[src/sstf_disk_scheduler_top_defines.svh]
// Assertion macros used by the scheduler datapath (sstf_dp).
`ifndef SSTF_DISK_SCHEDULER_TOP_DEFINES_SVH
`define SSTF_DISK_SCHEDULER_TOP_DEFINES_SVH

// Same-cycle implication, checked outside reset.
`define SSTF_ASSERT_NOW(lbl, clk, rst, ante, cons, msg) \
  lbl: assert property (@(posedge clk) disable iff (rst) (ante) |-> (cons)) else $error(msg);

// Next-cycle implication, checked outside reset.
`define SSTF_ASSERT_NEXT(lbl, clk, rst, ante, cons, msg) \
  lbl: assert property (@(posedge clk) disable iff (rst) (ante) |=> (cons)) else $error(msg);

`endif

[src/sstf_pkg.sv]
// Package with the scheduler's controller state, command and status types.
package sstf_pkg;

  localparam int FIELD_W = 16;
  localparam int TOTAL_W = 22;
  localparam logic [TOTAL_W-1:0] TOTAL_MAX = '1;

  typedef enum logic [1:0] {
    ST_LOAD,
    ST_SCAN,
    ST_WAIT,
    ST_EMIT
  } state_t;

  // Commands from the controller to the datapath.
  typedef struct packed {
    logic load;         // write the incoming track into the table
    logic batch_start;  // head from head_start, clear total and pick count
    logic scan_clear;   // restart the nearest-request scan
    logic scan_rd;      // read the next table entry for the scan
    logic commit;       // serve the best entry and load the output register
    logic batch_end;    // clear count, dropped flag and served marks
  } cmd_t;

  // Status from the datapath to the controller.
  typedef struct packed {
    logic scan_last;    // the scan reads the last loaded entry this cycle
    logic pick_last;    // the pending pick is the last of the batch
    logic out_free;     // the output register can take a word this cycle
  } sts_t;

endpackage

[src/sstf_ctrl.sv]
// Controller state machine that sequences loading, scanning and serving.
module sstf_ctrl (
  input  logic          clk,
  input  logic          rst,
  input  logic          in_valid,
  input  logic          in_last,
  output logic          in_stall,
  input  sstf_pkg::sts_t sts,
  output sstf_pkg::cmd_t cmd
);

  sstf_pkg::state_t state;
  sstf_pkg::state_t state_next;

  always_ff @(posedge clk) begin
    if (rst) begin
      state <= sstf_pkg::ST_LOAD;
    end else begin
      state <= state_next;
    end
  end

  always_comb begin
    state_next = state;
    cmd        = '0;
    in_stall   = 1'b1;
    unique case (state)
      sstf_pkg::ST_LOAD: begin
        in_stall = 1'b0;
        if (in_valid) begin
          cmd.load = 1'b1;
          if (in_last) begin
            cmd.batch_start = 1'b1;
            cmd.scan_clear  = 1'b1;
            state_next      = sstf_pkg::ST_SCAN;
          end
        end
      end
      sstf_pkg::ST_SCAN: begin
        cmd.scan_rd = 1'b1;
        if (sts.scan_last) begin
          state_next = sstf_pkg::ST_WAIT;
        end
      end
      sstf_pkg::ST_WAIT: begin
        // The compare stage takes in the last entry read.
        state_next = sstf_pkg::ST_EMIT;
      end
      sstf_pkg::ST_EMIT: begin
        if (sts.out_free) begin
          cmd.commit = 1'b1;
          if (sts.pick_last) begin
            cmd.batch_end = 1'b1;
            state_next    = sstf_pkg::ST_LOAD;
          end else begin
            cmd.scan_clear = 1'b1;
            state_next     = sstf_pkg::ST_SCAN;
          end
        end
      end
      default: begin
        state_next = sstf_pkg::ST_LOAD;
      end
    endcase
  end

endmodule

[src/sstf_dp.sv]
// Datapath: request table, served marks, nearest-request scan and output register.
`include "sstf_disk_scheduler_top_defines.svh"

module sstf_dp #(
  parameter int MAX_REQ    = 64,
  parameter int TRACK_BITS = 16
) (
  input  logic                            clk,
  input  logic                            rst,
  input  sstf_pkg::cmd_t                  cmd,
  output sstf_pkg::sts_t                  sts,
  input  logic                            cfg_we,
  input  logic [sstf_pkg::FIELD_W-1:0]    cfg_data,
  input  logic [sstf_pkg::FIELD_W-1:0]    track,
  input  logic                            out_stall,
  output logic                            out_valid,
  output logic [sstf_pkg::FIELD_W-1:0]    served_track,
  output logic [sstf_pkg::FIELD_W-1:0]    move_distance,
  output logic [sstf_pkg::TOTAL_W-1:0]    total_seek,
  output logic                            overflow,
  output logic                            final_res
);

  localparam int TW = (TRACK_BITS < sstf_pkg::FIELD_W) ? TRACK_BITS : sstf_pkg::FIELD_W;
  localparam int IW = $clog2(MAX_REQ);
  localparam int CW = $clog2(MAX_REQ + 1);

  logic [TW-1:0]      mem [MAX_REQ];
  logic [MAX_REQ-1:0] marks;
  logic [CW-1:0]      count;
  logic               dropped;
  logic [TW-1:0]      head_start;
  logic [TW-1:0]      head;
  logic [sstf_pkg::TOTAL_W-1:0] total;
  logic [IW-1:0]      pick;

  logic [IW-1:0]      scan_idx;
  logic [TW-1:0]      rd_data;
  logic [IW-1:0]      rd_idx;
  logic               rd_vld;

  logic               found;
  logic [IW-1:0]      best_idx;
  logic [TW-1:0]      best_trk;
  logic [TW-1:0]      best_d;

  logic               full;
  logic [TW-1:0]      cand_d;
  logic               take;
  logic [sstf_pkg::TOTAL_W:0]   total_sum;
  logic [sstf_pkg::TOTAL_W-1:0] total_next;
  logic [sstf_pkg::FIELD_W-1:0] trk_ext;
  logic [sstf_pkg::FIELD_W-1:0] dist_ext;

  assign full = (count == CW'(MAX_REQ));

  // Table write on load and registered read for the scan.
  always_ff @(posedge clk) begin
    if (cmd.load && !full) begin
      mem[count[IW-1:0]] <= track[TW-1:0];
    end
    if (cmd.scan_rd) begin
      rd_data <= mem[scan_idx];
      rd_idx  <= scan_idx;
    end
  end

  always_comb begin
    cand_d = (head > rd_data) ? (head - rd_data) : (rd_data - head);
    take   = rd_vld && !marks[rd_idx] && (!found || (cand_d < best_d));

    total_sum = {1'b0, total} + (sstf_pkg::TOTAL_W + 1)'(best_d);
    if (total_sum > {1'b0, sstf_pkg::TOTAL_MAX}) begin
      total_next = sstf_pkg::TOTAL_MAX;
    end else begin
      total_next = total_sum[sstf_pkg::TOTAL_W-1:0];
    end

    trk_ext           = '0;
    trk_ext[TW-1:0]   = best_trk;
    dist_ext          = '0;
    dist_ext[TW-1:0]  = best_d;

    sts.scan_last = ((CW'(scan_idx) + CW'(1)) == count);
    sts.pick_last = ((CW'(pick) + CW'(1)) == count);
    sts.out_free  = !out_valid || !out_stall;
  end

  // Payload of the scan and the batch; no reset needed.
  always_ff @(posedge clk) begin
    if (take) begin
      best_idx <= rd_idx;
      best_trk <= rd_data;
      best_d   <= cand_d;
    end
    if (cmd.scan_clear) begin
      scan_idx <= '0;
    end else if (cmd.scan_rd) begin
      scan_idx <= scan_idx + IW'(1);
    end
    if (cmd.batch_start) begin
      head  <= head_start;
      total <= '0;
      pick  <= '0;
    end else if (cmd.commit) begin
      head  <= best_trk;
      total <= total_next;
      pick  <= pick + IW'(1);
    end
    if (cmd.commit) begin
      served_track  <= trk_ext;
      move_distance <= dist_ext;
      total_seek    <= total_next;
      overflow      <= dropped;
      final_res     <= sts.pick_last;
    end
  end

  // Control state and the head start register.
  always_ff @(posedge clk) begin
    if (rst) begin
      marks      <= '0;
      count      <= '0;
      dropped    <= 1'b0;
      rd_vld     <= 1'b0;
      found      <= 1'b0;
      out_valid  <= 1'b0;
      head_start <= '0;
    end else begin
      if (cfg_we) begin
        head_start <= cfg_data[TW-1:0];
      end
      rd_vld <= cmd.scan_rd;
      if (cmd.scan_clear) begin
        found <= 1'b0;
      end else if (take) begin
        found <= 1'b1;
      end
      if (cmd.batch_end) begin
        count   <= '0;
        dropped <= 1'b0;
        marks   <= '0;
      end else begin
        if (cmd.load) begin
          if (full) begin
            dropped <= 1'b1;
          end else begin
            count <= count + CW'(1);
          end
        end
        if (cmd.commit) begin
          marks[best_idx] <= 1'b1;
        end
      end
      if (cmd.commit) begin
        out_valid <= 1'b1;
      end else if (!out_stall) begin
        out_valid <= 1'b0;
      end
    end
  end

  `SSTF_ASSERT_NOW(a_count_bound, clk, rst, 1'b1, count <= CW'(MAX_REQ), "request count above capacity")
  `SSTF_ASSERT_NOW(a_commit_free, clk, rst, cmd.commit, !out_valid || !out_stall, "commit overwrote a pending word")
  `SSTF_ASSERT_NEXT(a_batch_clear, clk, rst, cmd.batch_end, (marks == '0) && (count == '0) && !dropped, "batch state not cleared")
  `SSTF_ASSERT_NOW(a_commit_found, clk, rst, cmd.commit, found && !marks[best_idx], "commit without an unserved pick")

endmodule

[src/sstf_disk_scheduler_top.sv]
// Top level of the shortest-seek-time-first disk scheduler.
//
//   channel   direction  handshake             payload
//   cfg       in         cfg_valid / cfg_ready cfg_data (head_start)
//   in        in         in_valid / in_stall   track, last
//   out       out        out_valid / out_stall served_track, move_distance,
//                                              total_seek, overflow, final_res
//
// Loading accepts one input word per cycle. Once the word marked last arrives, each
// pick scans every loaded entry through the one read port of the request table,
// then a wait state lets the compare take in the last entry before the pick is served.
// While a batch is served, in_stall stays high; a stalled output word holds the
// next pick in the serving state until the word is taken.
// Reset (rst, synchronous) empties the batch, clears served marks and head_start.
// The configuration port is always ready; write it only while the block is idle.
module sstf_disk_scheduler_top #(
  parameter int MAX_REQ    = 64,
  parameter int TRACK_BITS = 16
) (
  input  logic                            clk,
  input  logic                            rst,
  input  logic                            cfg_valid,
  output logic                            cfg_ready,
  input  logic [sstf_pkg::FIELD_W-1:0]    cfg_data,
  input  logic                            in_valid,
  output logic                            in_stall,
  input  logic [sstf_pkg::FIELD_W-1:0]    track,
  input  logic                            last,
  output logic                            out_valid,
  input  logic                            out_stall,
  output logic [sstf_pkg::FIELD_W-1:0]    served_track,
  output logic [sstf_pkg::FIELD_W-1:0]    move_distance,
  output logic [sstf_pkg::TOTAL_W-1:0]    total_seek,
  output logic                            overflow,
  output logic                            final_res
);

  sstf_pkg::cmd_t cmd;
  sstf_pkg::sts_t sts;
  logic           cfg_we;

  // The head start register sits in the datapath and can take a word any cycle.
  assign cfg_ready = 1'b1;
  assign cfg_we    = cfg_valid && cfg_ready;

  sstf_ctrl u_ctrl (
    .clk      (clk),
    .rst      (rst),
    .in_valid (in_valid),
    .in_last  (last),
    .in_stall (in_stall),
    .sts      (sts),
    .cmd      (cmd)
  );

  sstf_dp #(
    .MAX_REQ    (MAX_REQ),
    .TRACK_BITS (TRACK_BITS)
  ) u_dp (
    .clk           (clk),
    .rst           (rst),
    .cmd           (cmd),
    .sts           (sts),
    .cfg_we        (cfg_we),
    .cfg_data      (cfg_data),
    .track         (track),
    .out_stall     (out_stall),
    .out_valid     (out_valid),
    .served_track  (served_track),
    .move_distance (move_distance),
    .total_seek    (total_seek),
    .overflow      (overflow),
    .final_res     (final_res)
  );

endmodule

[config.mk]
export PLATFORM = sky130hd
export DESIGN_NAME = sstf_disk_scheduler_top
export DESIGN_NICKNAME = d
export VERILOG_FILES = /design/src/sstf_pkg.sv /design/src/sstf_ctrl.sv /design/src/sstf_dp.sv /design/src/sstf_disk_scheduler_top.sv
export VERILOG_INCLUDE_DIRS = /design/src /design/src/src
export SDC_FILE = /design/constraint.sdc
export NUM_CORES = 1
export LEC_CHECK = 0
export BUFFER_PORTS_ARGS = -buffer_cell sky130_fd_sc_hd__buf_4
export CAP_MARGIN = 20
export CORE_AREA = 8 8 298 300
export DETAILED_ROUTE_END_ITERATION = 16
export DIE_AREA = 0 0 306 308
export PLACE_DENSITY = 0.85
export SETUP_SLACK_MARGIN = 0.5
export SLEW_MARGIN = 20
export SYNTH_ARGS = -nofsm -noshare
export SYNTH_HDL_FRONTEND = slang
export SYNTH_SLANG_ARGS = --single-unit
[constraint.sdc]
create_clock -name clk -period 8 [get_ports clk]
set_clock_uncertainty 0.05 [all_clocks]
set_input_delay 1.6 -clock clk [delete_from_list [all_inputs] [get_ports clk]]
set_output_delay 1.6 -clock clk [all_outputs]
set_load 0.01 [all_outputs]
* Word-level counts from Yosys, hierarchy flattened
Memories as Yosys holds them, arrays and structs flattened. A register that Yosys moved wholly into a read port is not among the register bits. Index checks and enable logic that the tools add are counted. Widths: inputs -> output; s select.
Cells by class: add/subtract/negate cells 8, order comparisons 6, eq/ne operators 11, muxes and demuxes 29, bitwise operators 2, reductions and logical operators 18
Operators with widths (count):
- $or 64x64->64 | 1
- $mux 16 | 3
- $sub 16x16->16 | 2
- $add 22x16->23 | 1
- $gt 23x22->1 const B | 1
- $mux 22 | 1
- $gt 16x16->1 | 1
- $lt 16x16->1 | 1
- $mux 2 | 8
- $add 6x1->7 const B | 2
- $eq 7x7->1 | 2
- $lt 6x7->1 const B | 2
- $add 6x1->6 const B | 2
- $mux 1 | 12
- $ne 2x2->1 const B | 4
- $pmux 2 s4 | 1
- $add 7x1->7 const B | 1
- $eq 7x7->1 const B | 1
- $bmux 1 s6 | 1
- $demux 1 s6 | 1
- $ge 6x1->1 const B | 1
- $logic_not 1->1 | 5
- $eq 2x2->1 const B | 2
- $logic_and 1x1->1 | 4
- 11 further kinds | 14
Storage, ports and cells: flip-flop bits (word level) 243, bits in writable memories 1024, input bits 38, logic and storage cells 96, memories kept 1
Memories:
- u_dp.mem | words 64, bits a word 16, rd ports 1, clocked after Yosys merged registers in 1, wr ports 1, line sstf_dp.sv:28 | logic [TW-1:0] mem [MAX_REQ];

* Logic depth before layout (Yosys ltp)
Gate-level depths: netlist of run 1.
depth after elaboration 7, depth in mapped cells 20, depth with buffers taken out 19

* Modules after synthesis
A second synthesis of run 1 with hierarchy kept.
Unflattened totals: cells, all modules 2678, area, all modules 51445.6 µm²
Modules (own cells, without submodules):
- sstf_dp | instances 1, cells an instance 2645, area each 51160.3 µm², seq. area each 37215.7 µm²
- sstf_ctrl | instances 1, cells an instance 31, area each 274.0 µm², seq. area each 40.0 µm²
- sstf_disk_scheduler_top | instances 1, cells an instance 2, area each 11.3 µm², seq. area each 0.0 µm²

* Worst setup path before layout of run 1
OpenSTA, ideal clock, no wires.
path kind reg2reg, start point register u_dp.rd_data[0], read port of u_dp.mem, end point register u_dp.best_d[0], enable pin, library setup time 0.446 ns, arrival 5.413 ns, data required time 7.504 ns, path slack 2.091 ns, stages on the path, launching flop included 20, buffers on the path 2, clock period less this slack 5.909 ns, path through edfxtp_1 > ha_1 > inv_1 > fa_1 > a21o_1 > a311oi_1 > o31ai_1 > o2bb2ai_2 > buf_2 > buf_2 > mux2_1 > ha_1 > a21boi_0 > o21a_1 > o21ai_0 > nand2b_1 > a21oi_1 > o21ai_0 > a21o_1 > a21oi_1
On the way: cells in the longest elaborated chain, start to end 5, elaborated cells on any way between the ends 7, those cells by class add/sub: 2; order compare: 2; mux: 1; reduce/logical: 2
Ends and longest elaborated chain:
- start, declared | line sstf_dp.sv:38 | logic [TW-1:0] rd_data;
- $sub 16x16->16 / $gt 16x16->1 (equally long branches) | line sstf_dp.sv:69 | cand_d = (head > rd_data) ? (head - rd_data) : (rd_data - head);
- $mux 16 * | line sstf_dp.sv:69
- named net u_dp.cand_d[1] | line sstf_dp.sv:48 | logic [TW-1:0] cand_d;
- $lt 16x16->1 * | line sstf_dp.sv:70 | take = rd_vld && !marks[rd_idx] && (!found || (cand_d < best_d));
- $logic_or 1x1->1 * | line sstf_dp.sv:70
- $logic_and 1x1->1 * | line sstf_dp.sv:70
- named net u_dp.take | line sstf_dp.sv:49 | logic take;
- end signal, assigned | line sstf_dp.sv:94 | best_d <= cand_d;
- end, declared | line sstf_dp.sv:45 | logic [TW-1:0] best_d;
The timed path passes the listed nets; every way through them passes the cells marked *. A chain may end at the register's enable or synchronous reset.

* Worst setup path in the final report of run 1
start point register u_dp.rd_data[0], read port of u_dp.mem, end point register u_dp.best_idx[4], enable pin
On the way: cells in the longest elaborated chain, start to end 5, elaborated cells on any way between the ends 7, those cells by class add/sub: 2; order compare: 2; mux: 1; reduce/logical: 2
Ends and longest elaborated chain:
- $sub 16x16->16 / $gt 16x16->1 (equally long branches) | line sstf_dp.sv:69
- $mux 16 * | line sstf_dp.sv:69
- named net u_dp.cand_d[13] | line sstf_dp.sv:48
- $lt 16x16->1 * | line sstf_dp.sv:70
- $logic_or 1x1->1 * | line sstf_dp.sv:70
- $logic_and 1x1->1 * | line sstf_dp.sv:70
- named net u_dp.take | line sstf_dp.sv:49
- end signal, assigned | line sstf_dp.sv:92 | best_idx <= rd_idx;
- end, declared | line sstf_dp.sv:43 | logic [IW-1:0] best_idx;
Marks and branches as above.

==> results of run 1 <==
[cells in the mapped netlist (27+ instances only)]
| cell | number |
|---|---|
| dfxtp_1 | 127 |
| a21o_1 | 28 |
| mux4_2 | 352 |
| buf_2 | 34 |
| clkbuf_1 | 74 |
| edfxtp_1 | 1156 |
| mux2i_1 | 27 |
| xnor2_1 | 31 |
| inv_1 | 63 |
| o21ai_0 | 33 |
| ha_1 | 70 |
| nor2_1 | 213 |
| a21oi_1 | 125 |
| nand2_1 | 109 |
[area by class of cell]
| cell class | instances | area [sq um] | share of cell area (%) |
|---|---|---|---|
| Timing Repair Buffer | 172 | 1330 | 2.30 |
| Antenna cell | 7 | 17.5 | 0.0303 |
| Tap cell | 1090 | 1360 | 2.36 |
| Clock buffer | 151 | 3240 | 5.61 |
| Clock inverter | 80 | 1000 | 1.73 |
| Multi-Input combinational cell | 1220 | 13400 | 23.1 |
| Inverter | 63 | 238 | 0.411 |
| Sequential cell | 1283 | 37300 | 64.5 |
[logic make-up (layout without fill, tap and decap cells)]
| family | after synthesis | in the layout | synth area share (%) |
|---|---|---|---|
| flops | 1283 | 1283 | 72.4 |
| simple gates | 450 | 450 | 3.91 |
| mux | 389 | 389 | 16.3 |
| compound gates | 252 | 252 | 2.96 |
| buf+inv | 200 | 466 | 1.68 |
| fa+ha+maj | 73 | 73 | 1.82 |
| xor+xnor | 55 | 55 | 0.936 |
| other cells | 1 | 8 | 0.00729 |
[routing by layer]
metal	up-vias	track usage, %
met3	302	5.35
li1	11200	-
met5	-	0
met1	14000	32.5
met2	1611	44.2
met4	2	11.4
[final timing paths]
| check | end | depth (start not counted) | slack (ns) |
|---|---|---|---|
| max | u_dp.best_idx[4] | 20 | 2.98 |
| min | u_dp.served_track[1] | 0 | 0.41 |
| max reg2reg | u_dp.best_idx[4] | 20 | 2.98 |
| min reg2reg | u_dp.served_track[1] | 0 | 0.41 |
[state kept, by name, indices dropped and copies added (netlist names), 7 cells and up]
| signal | cells |
|---|---|
| u_dp.head | 16 |
| u_dp.count | 7 |
| u_dp.best_d | 16 |
| u_dp.total_seek | 22 |
| u_dp.served_track | 16 |
| u_dp.head_start | 16 |
| u_dp.marks | 64 |
| u_dp.move_distance | 16 |
| u_dp.total | 22 |
| u_dp.rd_data | 16 |
| u_dp.mem | 1024 |
| u_dp.best_trk | 16 |
[stage by stage]
stage / worst slack, ns / total power, W / hold slack [ns]
global route: 2.61 / 0.0195 / 0.424
detailed placement: 3.04 / 0.0128 / 0.398
global placement: 3.07 / 0.0127 / 0.390
finish: 2.98 / 0.0189 / 0.408
CTS: 2.95 / 0.0189 / 0.410
floorplan: 2.09 / 0.0114 / 0.353
[report_power, final]
part           total (W)  switching (W)  internal [W]
sequential       0.00802       0.000330       0.00769
combinational    0.00480        0.00262       0.00219
clock            0.00606        0.00253       0.00354
total             0.0189        0.00547        0.0134
[worst max-delay path, cell delays in order (launching register included)]
cell,delay [ns]
edfxtp_1,0.42
ha_1,0.24
inv_1,0.07
fa_1,0.19
a21o_1,0.17
a311oi_1,0.12
o31ai_1,0.39
o2bb2ai_2,0.24
buf_4,0.33
nor3b_1,0.30
o31ai_1,0.10
a21oi_1,0.18
xnor2_1,0.15
ha_1,0.28
a21o_1,0.17
a21o_1,0.17
a21oi_1,0.14
o21ai_0,0.10
a21o_1,0.19
a21oi_4,0.13
buf_4,0.45
[layout by cell type, fill, tap and decap left out, types with 9 or more instances in the layout]
| cell type | count |
|---|---|
| dfxtp_1 | 123 |
| inv_1 | 62 |
| mux4_2 | 352 |
| nor3_1 | 23 |
| a21oi_1 | 124 |
| clkinv_2 | 23 |
| bufinv_16 | 20 |
| ha_1 | 70 |
| clkinv_1 | 25 |
| xnor2_1 | 31 |
| o21ai_0 | 33 |
| mux2i_1 | 27 |
| buf_4 | 168 |
| nand2b_1 | 9 |
| nand2_1 | 109 |
| nand4_1 | 10 |
| or2_2 | 11 |
| a21o_1 | 27 |
| nor2b_1 | 13 |
| nand3_1 | 19 |
| nor2_1 | 209 |
| clkbuf_16 | 123 |
| edfxtp_1 | 1156 |
| xor2_1 | 24 |
| a31oi_1 | 9 |
| clkbuf_1 | 22 |
==> results.json, run 1 <==
{
  "drv_cap": 0,
  "cts_root_buf": "clkbuf_16",
  "vias_per_cell": 6.65,
  "port_buffers": 95,
  "place_hpwl_mm": 70.3,
  "grt_pass1_vias": 27500,
  "fin_area_sq_um": 57800,
  "final_util_pct": 68.7,
  "place_inst": 3827,
  "cts_sinks": 1283,
  "setup-tns-final_ns": 0,
  "path_class": "reg2reg",
  "drive_above_1_share_pct": 25.1,
  "synth_edf_count": 1156,
  "ys_seq_area_share_pct": 72.4,
  "worstMarginPinSlew_ns": 1.19,
  "clock.fmax_ghz": 0.199,
  "cts-resized-gates": 0,
  "crit_start": "u_dp.rd_data[0]",
  "rows": 107,
  "relSlewSlack_pct": 20.8,
  "cp-end-kind": "register",
  "ys.flop_type": "edfxtp_1",
  "synthTopCellsByArea": "edfxtp_1, mux4_2, dfxtp_1, ha_1, nor2_1",
  "avgSynthCellArea_sq_um": 19.0,
  "rsz0062_at_grt": "no",
  "insertion_delay_ns": 0.71,
  "powerDensity_nw_per_um2": 327,
  "finalMaxSlewViolations": 0,
  "ant_nets": 0,
  "track_usage_pct": 26.0,
  "tritoncts": "done",
  "firstDrtPassIters": 6,
  "drt_iter0_drc": 3145,
  "status": "completed",
  "ys_ff_latch": 1283,
  "finalHoldViolCount": 0,
  "yosysTopAreaCellShare_pct": 67.5,
  "area.growth.synth_to_final_pct": 12.4,
  "wl_mm": 123,
  "hold_start": "u_dp.best_trk[1]",
  "cts-buffers-inserted": 121,
  "async_flop_share_pct": 0,
  "ys_types": 70,
  "overflow": 0,
  "die_h_um": 308,
  "vdd_drop_max_uv": 221,
  "cp.arrival_ns": 5.26,
  "fillers": 4874,
  "final_cells": 4066,
  "syn_inst": 2703,
  "rr_startpoint": "u_dp.rd_data[0]",
  "grt_max_degree": 128,
  "period_minus_slack_ns": 5.02,
  "dr_wl_met3_mm": 10.4,
  "drc": 0,
  "gp_congestion": 0.892,
  "wl_per_cell_um": 30.2,
  "synth_area_sq_um": 51400,
  "dr_wl_met2_mm": 62.2,
  "drt-met1-wl_mm": 44.1,
  "cts_buffer_depth": 3,
  "worstPathRequired_ns": 8.24,
  "synth_nets": 2814,
  "start_util_pct": 61.1,
  "htree_num_levels": 3,
  "cp-start-kind": "register",
  "cp_max_fo": 38,
  "vias": 27000,
  "antenna_found_initial": 7,
  "top_layer_used": "met5",
  "setup_viol": 0,
  "post_cts_buffers": 0,
  "cts_hold_buf": 0,
  "yosysWarnings": 0,
  "synth.largest_area_cell": "edfxtp_1",
  "layout.nets": 2972,
  "core_sq_um": 84200,
  "p_leak_nw": 19.1,
  "clkTransAtPathRegs_ns": 0.06,
  "die_area_sq_um": 94200,
  "die_w_um": 306,
  "min_path_type": "reg2reg",
  "period_share_pct": 62.8,
  "place_area_sq_um": 53500,
  "num_io_pins": 97,
  "grt_pass1_wl_mm": 182
}
Note: power is estimated with default switching activity, not from simulation.
==> run 2: changes to the inputs <==
--- a/config.mk
+++ b/config.mk
@@ -8,10 +8,10 @@
 export LEC_CHECK = 0
 export BUFFER_PORTS_ARGS = -buffer_cell sky130_fd_sc_hd__buf_4
 export CAP_MARGIN = 20
-export CORE_AREA = 8 8 298 300
+export CORE_AREA = 8 8 313 315
 export DETAILED_ROUTE_END_ITERATION = 16
-export DIE_AREA = 0 0 306 308
-export PLACE_DENSITY = 0.85
+export DIE_AREA = 0 0 321 323
+export PLACE_DENSITY = 0.82
 export SETUP_SLACK_MARGIN = 0.5
 export SLEW_MARGIN = 20
 export SYNTH_ARGS = -nofsm -noshare
==> constraint.sdc (replaced) <==
create_clock -name clk -period 4.5 [get_ports clk]
set_clock_uncertainty 0.05 [all_clocks]
set_input_delay 0.9 -clock clk [delete_from_list [all_inputs] [get_ports clk]]
set_output_delay 0.9 -clock clk [all_outputs]
set_load 0.01 [all_outputs]
==> results.json, run 2 (synthesized netlist as in run 1, its figures left out) <==
{
  "area.growth.synth_to_final_pct": 13.9,
  "drc": 0,
  "gp_congestion": 0.877,
  "tritoncts": "done",
  "finalMaxSlewViolations": 0,
  "fillers": 6047,
  "cp-end-kind": "register",
  "ant_nets": 0,
  "path_class": "reg2reg",
  "track_usage_pct": 23.0,
  "die_w_um": 321,
  "cts_hold_buf": 0,
  "path_common_cell": "a21o_1",
  "vdd_drop_max_uv": 402,
  "setup_viol": 0,
  "wl_mm": 121,
  "power.switching_w": 0.00989,
  "port_buffers": 95,
  "htree_num_levels": 3,
  "layout_commonest_cell": "edfxtp_1",
  "die_h_um": 323,
  "vias_per_cell": 6.32,
  "power_w": 0.0339,
  "overflow": 0,
  "place_area_sq_um": 54200,
  "largest_register_ffs": 1024,
  "hold_ws_ns": 0.370,
  "worstMarginPinSlew_ns": 1.21,
  "place_inst": 4027,
  "combPwrFrac_pct": 27.0,
  "status": "completed",
  "finalHoldViolCount": 0,
  "drive_above_1_share_pct": 26.8,
  "core_sq_um": 92800,
  "vias": 27000,
  "antenna_found_initial": 8,
  "powerDensity_nw_per_um2": 578,
  "cp_max_fo": 14,
  "intPower_w": 0.0240,
  "cp_cell_sequence": "inv_2 -> ha_4 -> inv_2 -> fa_2 -> a21o_1 -> a311oi_2 -> o31ai_4 -> o2bb2ai_4 -> nor3b_4 -> o31ai_1 -> a21oi_1 -> xnor2_1 -> ha_1 -> a21o_1 -> a21o_1 -> a21oi_2 -> o21ai_1 -> a21o_1 -> a21oi_4 -> buf_12 -> buf_12",
  "cts-buffers-inserted": 121,
  "cts_root_buf": "clkbuf_16",
  "min_path_type": "in2reg",
  "cp.arrival_ns": 4.77,
  "rows": 112,
  "grt_max_degree": 86,
  "layout.nets": 3021,
  "wl_per_cell_um": 28.2,
  "cts_sinks": 1283,
  "period_minus_slack_ns": 4.44,
  "period_share_pct": 98.7,
  "worstPathRequired_ns": 4.83,
  "relSlewSlack_pct": 19.1,
  "place_hpwl_mm": 72.4,
  "firstDrtPassIters": 6,
  "rsz0062_at_grt": "yes",
  "start_util_pct": 55.5,
  "power_frac_clock_pct": 31.0,
  "insertion_delay_ns": 0.74,
  "drt_iter0_drc": 3150,
  "p_sw_share_pct": 29.2,
  "drv_cap": 0,
  "clkTransAtPathRegs_ns": 0.06,
  "die_area_sq_um": 104000,
  "grt_pass1_wl_mm": 180,
  "p_leak_nw": 19.4,
  "final_cell_mix": "edfxtp_1, mux4_2, nor2_1, buf_4",
  "clock.fmax_ghz": 0.225,
  "fin_area_sq_um": 58600,
  "cts_buffer_depth": 3,
  "grt_pass1_vias": 27900,
  "cp_slowest_cell": "edfxtp_1",
  "crit_path_max_incr_delay_ns": 0.41,
  "num_io_pins": 97,
  "final_cells": 4272,
  "p_seq_share_pct": 42.0,
  "cp-start-kind": "register"
}
run 2: cell count changes in the layout (fill, tap and decap cells not counted), sizes merged:
cell / before / now
bufinv: 20 / 16
diode: 7 / 4
clkinv: 52 / 58
clkbuf: 151 / 148
inv: 67 / 65
buf: 172 / 220
o2bb2ai: 1 / 2
clkinvlp: 4 / 3
run 2: final cells by class:
class / instances / area, sq um / area share (%)
multi-input cells: 1221 / 13500 / 23.0
clock buffers: 148 / 3220 / 5.50
inverters: 63 / 236 / 0.404
diodes: 4 / 10.0 / 0.0171
flip-flops and latches: 1283 / 37300 / 63.6
well taps: 1254 / 1570 / 2.68
repair buffers: 220 / 1880 / 3.20
clock inverters: 79 / 925 / 1.58
run 2: repair_timing:
item                       CTS  global route
setup buffers                7             5
gates resized for setup     11             9
gates cloned                 2             0
setup endpoints to repair   38            38
pin swaps                    2             2
hold endpoints to repair     0             0
run 2: power by group through the flow:
stage	Sequential, W	Combinational [W]	Clock [W]
after global routing	0.0143	0.00972	0.0110
after floorplan	0.0141	0.00629	0
after global placement	0.0144	0.00847	0
final	0.0142	0.00916	0.0105
after detailed placement	0.0145	0.00876	0
after CTS	0.0142	0.00906	0.0106
run 2: path summary, 6_finish.rpt:
path                    startpoint                   end  slack, ns  cells past startpoint
setup / recovery      u_dp.head[0]      u_dp.best_trk[2]       0.06                     21
hold / removal         cfg_data[7]    u_dp.head_start[7]       0.37                      3
setup reg to reg      u_dp.head[0]      u_dp.best_trk[2]       0.06                     21
hold reg to reg   u_dp.best_trk[0]  u_dp.served_track[0]       0.41                      0
run 2: critical path, delay by kind of cell (launching register included):
| family | cells | cell delay [ns] |
|---|---|---|
| DFF | 1 | 0.41 |
| buffers and inverters | 4 | 0.40 |
| adders and majority gates | 3 | 0.75 |
| xor gates and xnor gates | 1 | 0.21 |
| AOI/OAI and AO/OA | 12 | 2.12 |
| and+or+nand+nor | 1 | 0.19 |
run 2: per-layer routing:
| layer | track usage [%] | up-vias | share of wire [%] |
|---|---|---|---|
| met5 | 0 | - | 0.043 |
| met1 | 28.9 | 14000 | 37 |
| met2 | 39.8 | 1469 | 51 |
| met4 | 8.97 | 8 | 4.0 |
| li1 | - | 11300 | - |
| met3 | 4.43 | 270 | 7.9 |
run 2: metrics by stage:
stage / util, % / setup slack [ns] / TNS (ns)
3_3_place_gp: 58.4 / -0.0578 / -1.84
6_report: 63.2 / 0.0596 / 0
4_1_cts: 63.1 / 0.0956 / 0
3_5_place_dp: 58.4 / -0.150 / -5.27
5_1_grt: 63.2 / -0.136 / -3.97
2_1_floorplan: - / 0.0268 / 0
